===== src/design/fwsp_pkg.sv =====
// ----------------------------------------------------------------------------
// fwsp_pkg
// Types and constants of the four wheel speed PID controller.
// ----------------------------------------------------------------------------
package fwsp_pkg;

   localparam int NUM_WHEELS     = 4;
   localparam int COUNT_WIDTH    = 10;
   localparam int DUTY_WIDTH     = 12;
   localparam int GAIN_WIDTH     = 8;
   localparam int INTEG_WIDTH    = 32;
   localparam int CSR_DATA_WIDTH = 12;
   localparam int CSR_ADDR_WIDTH = 3;

   typedef enum logic [CSR_ADDR_WIDTH-1:0] {
      CSR_TARGET_COUNT = 3'd0,
      CSR_GAIN_P       = 3'd1,
      CSR_GAIN_I       = 3'd2,
      CSR_GAIN_D       = 3'd3,
      CSR_START_DUTY   = 3'd4
   } csr_index_type;

   typedef struct packed {
      logic                   restart;
      logic [COUNT_WIDTH-1:0] count_wheel_a;
      logic [COUNT_WIDTH-1:0] count_wheel_b;
      logic [COUNT_WIDTH-1:0] count_wheel_c;
      logic [COUNT_WIDTH-1:0] count_wheel_d;
   } req_type;

   typedef struct packed {
      logic [DUTY_WIDTH-1:0] duty_wheel_a;
      logic [DUTY_WIDTH-1:0] duty_wheel_b;
      logic [DUTY_WIDTH-1:0] duty_wheel_c;
      logic [DUTY_WIDTH-1:0] duty_wheel_d;
   } rsp_type;

endpackage


===== src/design/four_wheel_speed_pid_top.sv =====
// ----------------------------------------------------------------------------
// four_wheel_speed_pid_top
// Incremental PID speed controller, four wheel lanes, PWM duty out.
// ----------------------------------------------------------------------------
//   channel | signals                             | role
//   --------+-------------------------------------+---------------------------
//   req     | req_valid, req_ready, req_data      | one control tick in
//   rsp     | rsp_valid, rsp_ready, rsp_data      | four new duties out
//   csr     | csr_write_en, csr_index, csr_wdata  | register writes
//
// a tick is taken into an input register, then the lane arithmetic updates
// integral, previous count and duty and loads the result register; one tick
// per cycle sustained while the result side does not stall.
// reset clears configuration, valid flags, integrals, previous counts and duties.
// a stalled result holds the result register; the input register still takes
// one more tick, then req_ready drops until the result is taken.
// ----------------------------------------------------------------------------
module four_wheel_speed_pid_top
   import fwsp_pkg::*;
(
   input  logic                      clock,
   input  logic                      reset,
   input  logic                      req_valid,
   output logic                      req_ready,
   input  req_type                   req_data,
   output logic                      rsp_valid,
   input  logic                      rsp_ready,
   output rsp_type                   rsp_data,
   input  logic                      csr_write_en,
   input  logic [CSR_ADDR_WIDTH-1:0] csr_index,
   input  logic [CSR_DATA_WIDTH-1:0] csr_wdata
);

   localparam int ERR_W  = COUNT_WIDTH + 1;
   localparam int GAIN_S = GAIN_WIDTH + 1;
   localparam int PROD_W = ERR_W + GAIN_S;
   localparam int SUM_W  = INTEG_WIDTH + 3;
   localparam int DSUM_W = SUM_W + 1;

   // configuration registers
   logic [COUNT_WIDTH-1:0] target_ff;
   logic [GAIN_WIDTH-1:0]  gain_p_ff;
   logic [GAIN_WIDTH-1:0]  gain_i_ff;
   logic [GAIN_WIDTH-1:0]  gain_d_ff;
   logic [DUTY_WIDTH-1:0]  start_duty_ff;

   always_ff @(posedge clock) begin
      if (reset) begin
         target_ff     <= '0;
         gain_p_ff     <= '0;
         gain_i_ff     <= '0;
         gain_d_ff     <= '0;
         start_duty_ff <= '0;
      end else if (csr_write_en) begin
         unique case (csr_index_type'(csr_index))
            CSR_TARGET_COUNT: target_ff     <= csr_wdata[COUNT_WIDTH-1:0];
            CSR_GAIN_P:       gain_p_ff     <= csr_wdata[GAIN_WIDTH-1:0];
            CSR_GAIN_I:       gain_i_ff     <= csr_wdata[GAIN_WIDTH-1:0];
            CSR_GAIN_D:       gain_d_ff     <= csr_wdata[GAIN_WIDTH-1:0];
            CSR_START_DUTY:   start_duty_ff <= csr_wdata[DUTY_WIDTH-1:0];
            default: ;
         endcase
      end
   end

   // input register and handshake
   logic    in_valid_ff;
   req_type in_data_ff;
   logic    rsp_valid_ff;
   rsp_type rsp_data_ff;
   logic    advance;

   assign advance   = in_valid_ff && (!rsp_valid_ff || rsp_ready);
   assign req_ready = !in_valid_ff || advance;
   assign rsp_valid = rsp_valid_ff;
   assign rsp_data  = rsp_data_ff;

   always_ff @(posedge clock) begin
      if (reset) begin
         in_valid_ff <= 1'b0;
      end else if (req_ready) begin
         in_valid_ff <= req_valid;
      end
   end

   always_ff @(posedge clock) begin
      if (req_ready && req_valid) begin
         in_data_ff <= req_data;
      end
   end

   // lane state
   logic signed [INTEG_WIDTH-1:0] integ_ff [NUM_WHEELS];
   logic signed [INTEG_WIDTH-1:0] integ_in [NUM_WHEELS];
   logic        [COUNT_WIDTH-1:0] prev_ff  [NUM_WHEELS];
   logic        [COUNT_WIDTH-1:0] prev_in  [NUM_WHEELS];
   logic        [DUTY_WIDTH-1:0]  duty_ff  [NUM_WHEELS];
   logic        [DUTY_WIDTH-1:0]  duty_in  [NUM_WHEELS];

   logic        [COUNT_WIDTH-1:0] cnt      [NUM_WHEELS];
   logic signed [ERR_W-1:0]       err      [NUM_WHEELS];
   logic signed [ERR_W-1:0]       diff     [NUM_WHEELS];
   logic signed [PROD_W-1:0]      prod_p   [NUM_WHEELS];
   logic signed [PROD_W-1:0]      prod_i   [NUM_WHEELS];
   logic signed [PROD_W-1:0]      prod_d   [NUM_WHEELS];
   logic signed [INTEG_WIDTH:0]   integ_wd [NUM_WHEELS];
   logic signed [INTEG_WIDTH-1:0] integ_st [NUM_WHEELS];
   logic signed [SUM_W-1:0]       term_sum [NUM_WHEELS];
   logic signed [DSUM_W-1:0]      duty_wd  [NUM_WHEELS];
   logic        [DUTY_WIDTH-1:0]  duty_cl  [NUM_WHEELS];
   rsp_type                       rsp_data_in;

   always_comb begin
      cnt[0] = in_data_ff.count_wheel_a;
      cnt[1] = in_data_ff.count_wheel_b;
      cnt[2] = in_data_ff.count_wheel_c;
      cnt[3] = in_data_ff.count_wheel_d;
   end

   always_comb begin
      for (int w = 0; w < NUM_WHEELS; w++) begin
         err[w]  = signed'({1'b0, target_ff}) - signed'({1'b0, cnt[w]});
         diff[w] = signed'({1'b0, cnt[w]}) - signed'({1'b0, prev_ff[w]});
         prod_p[w] = PROD_W'(err[w])  * PROD_W'(signed'({1'b0, gain_p_ff}));
         prod_i[w] = PROD_W'(err[w])  * PROD_W'(signed'({1'b0, gain_i_ff}));
         prod_d[w] = PROD_W'(diff[w]) * PROD_W'(signed'({1'b0, gain_d_ff}));

         // saturating integral at the signed limits
         integ_wd[w] = (INTEG_WIDTH+1)'(integ_ff[w]) + (INTEG_WIDTH+1)'(prod_i[w]);
         if (integ_wd[w][INTEG_WIDTH] != integ_wd[w][INTEG_WIDTH-1]) begin
            integ_st[w] = {integ_wd[w][INTEG_WIDTH], {(INTEG_WIDTH-1){!integ_wd[w][INTEG_WIDTH]}}};
         end else begin
            integ_st[w] = integ_wd[w][INTEG_WIDTH-1:0];
         end

         term_sum[w] = SUM_W'(prod_p[w]) + SUM_W'(integ_st[w]) + SUM_W'(prod_d[w]);
         duty_wd[w]  = signed'(DSUM_W'({1'b0, duty_ff[w]})) + DSUM_W'(term_sum[w]);

         // clamp into the duty range
         if (duty_wd[w][DSUM_W-1]) begin
            duty_cl[w] = '0;
         end else if (duty_wd[w][DSUM_W-2:DUTY_WIDTH] != '0) begin
            duty_cl[w] = '1;
         end else begin
            duty_cl[w] = duty_wd[w][DUTY_WIDTH-1:0];
         end

         if (in_data_ff.restart) begin
            integ_in[w] = integ_ff[w];
            prev_in[w]  = '0;
            duty_in[w]  = start_duty_ff;
         end else begin
            integ_in[w] = integ_st[w];
            prev_in[w]  = cnt[w];
            duty_in[w]  = duty_cl[w];
         end
      end
   end

   always_comb begin
      rsp_data_in.duty_wheel_a = duty_in[0];
      rsp_data_in.duty_wheel_b = duty_in[1];
      rsp_data_in.duty_wheel_c = duty_in[2];
      rsp_data_in.duty_wheel_d = duty_in[3];
   end

   always_ff @(posedge clock) begin
      if (reset) begin
         for (int w = 0; w < NUM_WHEELS; w++) begin
            integ_ff[w] <= '0;
            prev_ff[w]  <= '0;
            duty_ff[w]  <= '0;
         end
      end else if (advance) begin
         for (int w = 0; w < NUM_WHEELS; w++) begin
            integ_ff[w] <= integ_in[w];
            prev_ff[w]  <= prev_in[w];
            duty_ff[w]  <= duty_in[w];
         end
      end
   end

   // result register, the output side of a transfer
   always_ff @(posedge clock) begin
      if (reset) begin
         rsp_valid_ff <= 1'b0;
      end else if (advance) begin
         rsp_valid_ff <= 1'b1;
      end else if (rsp_ready) begin
         rsp_valid_ff <= 1'b0;
      end
   end

   always_ff @(posedge clock) begin
      if (advance) begin
         rsp_data_ff <= rsp_data_in;
      end
   end

endmodule


===== config.mk =====
export PLATFORM = sky130hd
export DESIGN_NAME = four_wheel_speed_pid_top
export DESIGN_NICKNAME = d
export VERILOG_FILES = /design/src/design/fwsp_pkg.sv /design/src/design/four_wheel_speed_pid_top.sv
export SDC_FILE = /design/constraint.sdc
export NUM_CORES = 2
export LEC_CHECK = 0
export ABC_CLOCK_PERIOD_IN_PS = 17600
export BUFFER_PORTS_ARGS = -buffer_cell sky130_fd_sc_hd__buf_2
export CORE_UTILIZATION = 62
export DETAILED_ROUTE_END_ITERATION = 6
export PLACE_DENSITY = 0.79
export SYNTH_ARGS = -nofsm -noshare
export SYNTH_HDL_FRONTEND = slang
export SYNTH_SLANG_ARGS = --single-unit

===== constraint.sdc =====
create_clock -name clock -period 17.6 [get_ports clock]
set_clock_uncertainty 0.1 [all_clocks]
set_input_delay 3.52 -clock clock [delete_from_list [all_inputs] [get_ports clock]]
set_output_delay 3.52 -clock clock [all_outputs]
set_load 0.01 [all_outputs]

==> results by group <==
Run status
  • Status: completed

Pwr
  • Peak supply drop: 198 uV
  • Sw Share: 0.555
  • Flop pwr share: 0.101
  • Leakage power: 39.7 nW
  • Sw Pwr: 0.00623 W
  • Pwr/cell area: 136 nW/um^2
  • Gate power share: 0.805
  • Clock Power Share: 0.094
  • P_int: 0.00500 W

Cells and area
  • Final Util: 0.656
  • Number of fill cells: 10,017
  • Area Overhead vs Synth: 4.73%
  • Cell Count, Final, Fillers Out: 10,143
  • Share of cells above drive strength 1: 0.0438
  • Fin area: 82,600 sq um
  • Area occupied by multi-input gates: 60,700 sq um
  • Reg area: 10,100 sq um
  • Layout Nets: 10,767

Synth
  • Synth Cell Area: 78,900 sq um
  • Mapped Nets: 10,849
  • Synth cell count leaders: inv_1 (1,828), fa_1 (1,464), nand2_1 (829), ha_1 (792), and2_1 (523)
  • Cell taking the most area after synthesis: fa_1
  • Syn avg cell area: 9.24 sq um
  • Top-count cell post-synth: inv_1
  • Synth area leaders: fa_1 (37%), ha_1 (13%), edfxtp_1 (12%)
  • Number of synthesized flops with an enable pin: 305
  • Yosys top cell area share: 0.372
  • Synth Instances: 8,532
  • Count of unique library cells instantiated by Yosys: 99
  • Main synth FF type: edfxtp_1
  • Post-synthesis sequential element count: 353
  • Asr flop ratio synth: 0
  • Synth Warn #: 0
  • Sequential element share of the synthesized area: 0.128

Route
  • Post-route ant nets: 0
  • Vias per inst: 5.87
  • DR iter-0 viols: 4,612
  • Vias: 59,554
  • Drt first pass iters: 7
  • DR WL/cell: 20.6 um
  • # DRC: 0
  • Routed wire length: 209,000 um

Placement
  • # port buffers: 110
  • Final HPWL from detailed placement: 169,000 um
  • Routability cong.: 0.951
  • Dpl ws: 0.532 ns
  • Placed Cells: 10,049
  • Placed instance area: 80,900 sq um

Setup path
  • Reg2reg setup slack: 0.88 ns
  • Reg2Reg Depth: 57
  • Crit path launch type: flip-flop
  • Reg-to-reg critical path startpoint: target_ff[0]
  • Nature of the critical path endpoint: flip-flop
  • Critical path fanouts, max: 32
  • CP max stage delay: 0.79 ns
  • Crit Path Category: reg -> reg
  • FF-to-FF End: rsp_data[33]
  • Top delay family on crit path: adder cells
  • Critical path data arrival time: 16.99 ns
  • Critical Path RT: 17.87 ns
  • Most used cell, CP: fa_1
  • Worst path slowest cell: fa_1
  • Buf+Inv Stages, Crit Path: 12

CTS
  • Hold_buf cts: 0
  • Clock sink count: 353
  • Root Driver: clkbuf_16
  • CTS resizes: 0
  • Post-CTS Setup Inserts: 0
  • Clock Latency Late Sink: 0.68 ns
  • H-Tree Level Count: 2
  • Clock tree from TritonCTS: done
  • CTS max path bufs: 3
  • Clock Pin Slew Worst Setup and Hold Paths: 0.06 ns
  • CTS buffer count: 49

Min path
  • Worst hold start: start_duty_ff[2]
  • Cells on Worst Hold Path: 2
  • Hold Crit Class: reg -> reg
  • Worst Hold Endpoint: start_duty_ff[2]

Die
  • Die Height: 359 um
  • Die ar.: 129,000 sq um
  • Site Rows: 130
  • Width of the die: 359 um
  • Num ports: 111
  • Core area: 126,000 sq um
  • Initial Util: 0.626

Global routing
  • Initial antenna violation count: 8
  • Total gr overflow: 0
  • Vias in the first global route: 63,361
  • Largest net degree at the start of global routing: 66
  • First-pass GRT wire length: 340,000 um
  • GRT Overall Usage: 0.340

STA
  • Worst-Margin Slew: 1.21 ns
  • Slew HR: 0.176
  • Tmin final: 16.72 ns
  • Final worst slack: 0.882 ns
  • Slew Viols, Final: 0
  • Final worst-path cycle share: 0.950
  • Final count of negative-setup-slack endpoints: 0
  • Hold Slack: 0.355 ns
  • Fmax: 0.0598 GHz
  • Final hold vios: 0

Flow run
  • Max capacitance violation total: 0
==> final cells by class <==
cell class                 instances  area share
multi-input combinational       6029       0.735
antenna                            3   0.0000909
inverter                        1828      0.0832
clock inverter                    17     0.00220
timing repair buffer             189      0.0138
tap                             1650      0.0250
clock buffer                      74      0.0177
sequential                       353       0.123
==> stage by stage <==
| stage | setup TNS (ns) | total power, W |
|---|---|---|
| final | 0 | 0.0112 |
| after global routing | -0.00181 | 0.0124 |
| after CTS | 0 | 0.0112 |
| after detailed placement | 0 | 0.0100 |
| after global placement | 0 | 0.00986 |
| after floorplan | 0 | 0.00772 |
==> worst register-to-register path, delay by kind of cell, from the launching register on <==
kind | cells | cell delay, ns
xor+xnor | 1 | 0.18
fa+ha+maj | 15 | 7.21
buf+inv | 12 | 1.87
flops | 1 | 0.31
compound gates | 17 | 3.90
simple gates | 11 | 2.77
mux | 1 | 0.08
==> cells by family (layout without fill, tap and decap cells) <==
logic type                 after synthesis  count (layout)  share of synthesized area
and+or+nand+nor                       2272            2272                      0.141
adders and majority gates             2265            2265                      0.498
buffers and inverters                 2150            2108                      0.104
AOI/OAI and AO/OA                     1256            1256                      0.102
DFF                                    353             353                      0.128
xor gates and xnor gates               219             219                     0.0243
muxes                                   17              17                    0.00221
other                                    0               3                          0
==> cells in the final DEF, fill, tap and decap left out, types with 38 or more instances in the layout <==
cell,n
nor2b_1,155
nand2b_1,54
xor2_1,83
o21ai_0,242
a211oi_1,64
xnor2_1,124
a21boi_0,46
a31oi_1,68
o21a_1,46
inv_1,1824
nor2_1,375
edfxtp_1,305
ha_1,792
and2_1,522
nor3_1,97
a21o_1,132
nand2_1,829
clkbuf_16,53
buf_2,110
buf_4,79
a21oi_1,380
nand3_1,65
fa_1,1464
o211ai_1,38
nand4_1,50
==> flip-flops by register name, summed over array words and instances (netlist names), 8 cells and up <==
signal and flops:
integ_ff 128, duty_ff 48, rsp_data 48, cnt 40, prev_ff 40, start_duty_ff 12, target_ff 10, gain_d_ff 8
gain_i_ff 8, gain_p_ff 8
==> routing by layer <==
layer	track usage	routed length, um
met3	0.0791	20800
met1	0.452	82300
met5	0.00852	172
met4	0.160	11000
met2	0.530	95000
==> worst max path at each step <==
stage	from	endpoint	depth (start not counted)
global route	target_ff[0]	duty_ff[2][9]	57
detailed placement	target_ff[0]	rsp_data[32]	57
global placement	target_ff[0]	duty_ff[1][9]	57
finish	target_ff[0]	rsp_data[33]	57
CTS	target_ff[0]	rsp_data[33]	57
floorplan	target_ff[0]	duty_ff[2][10]	56
==> power by group through the flow <==
stage	clock [W]	combinational [W]	sequential, W
2_1_floorplan	0	0.00658	0.00115
3_3_place_gp	0	0.00871	0.00115
3_5_place_dp	0	0.00887	0.00115
4_1_cts	0.00106	0.00898	0.00113
5_1_grt	0.00108	0.0102	0.00114
6_report	0.00105	0.00905	0.00113
(Power assumes the default switching activity.)
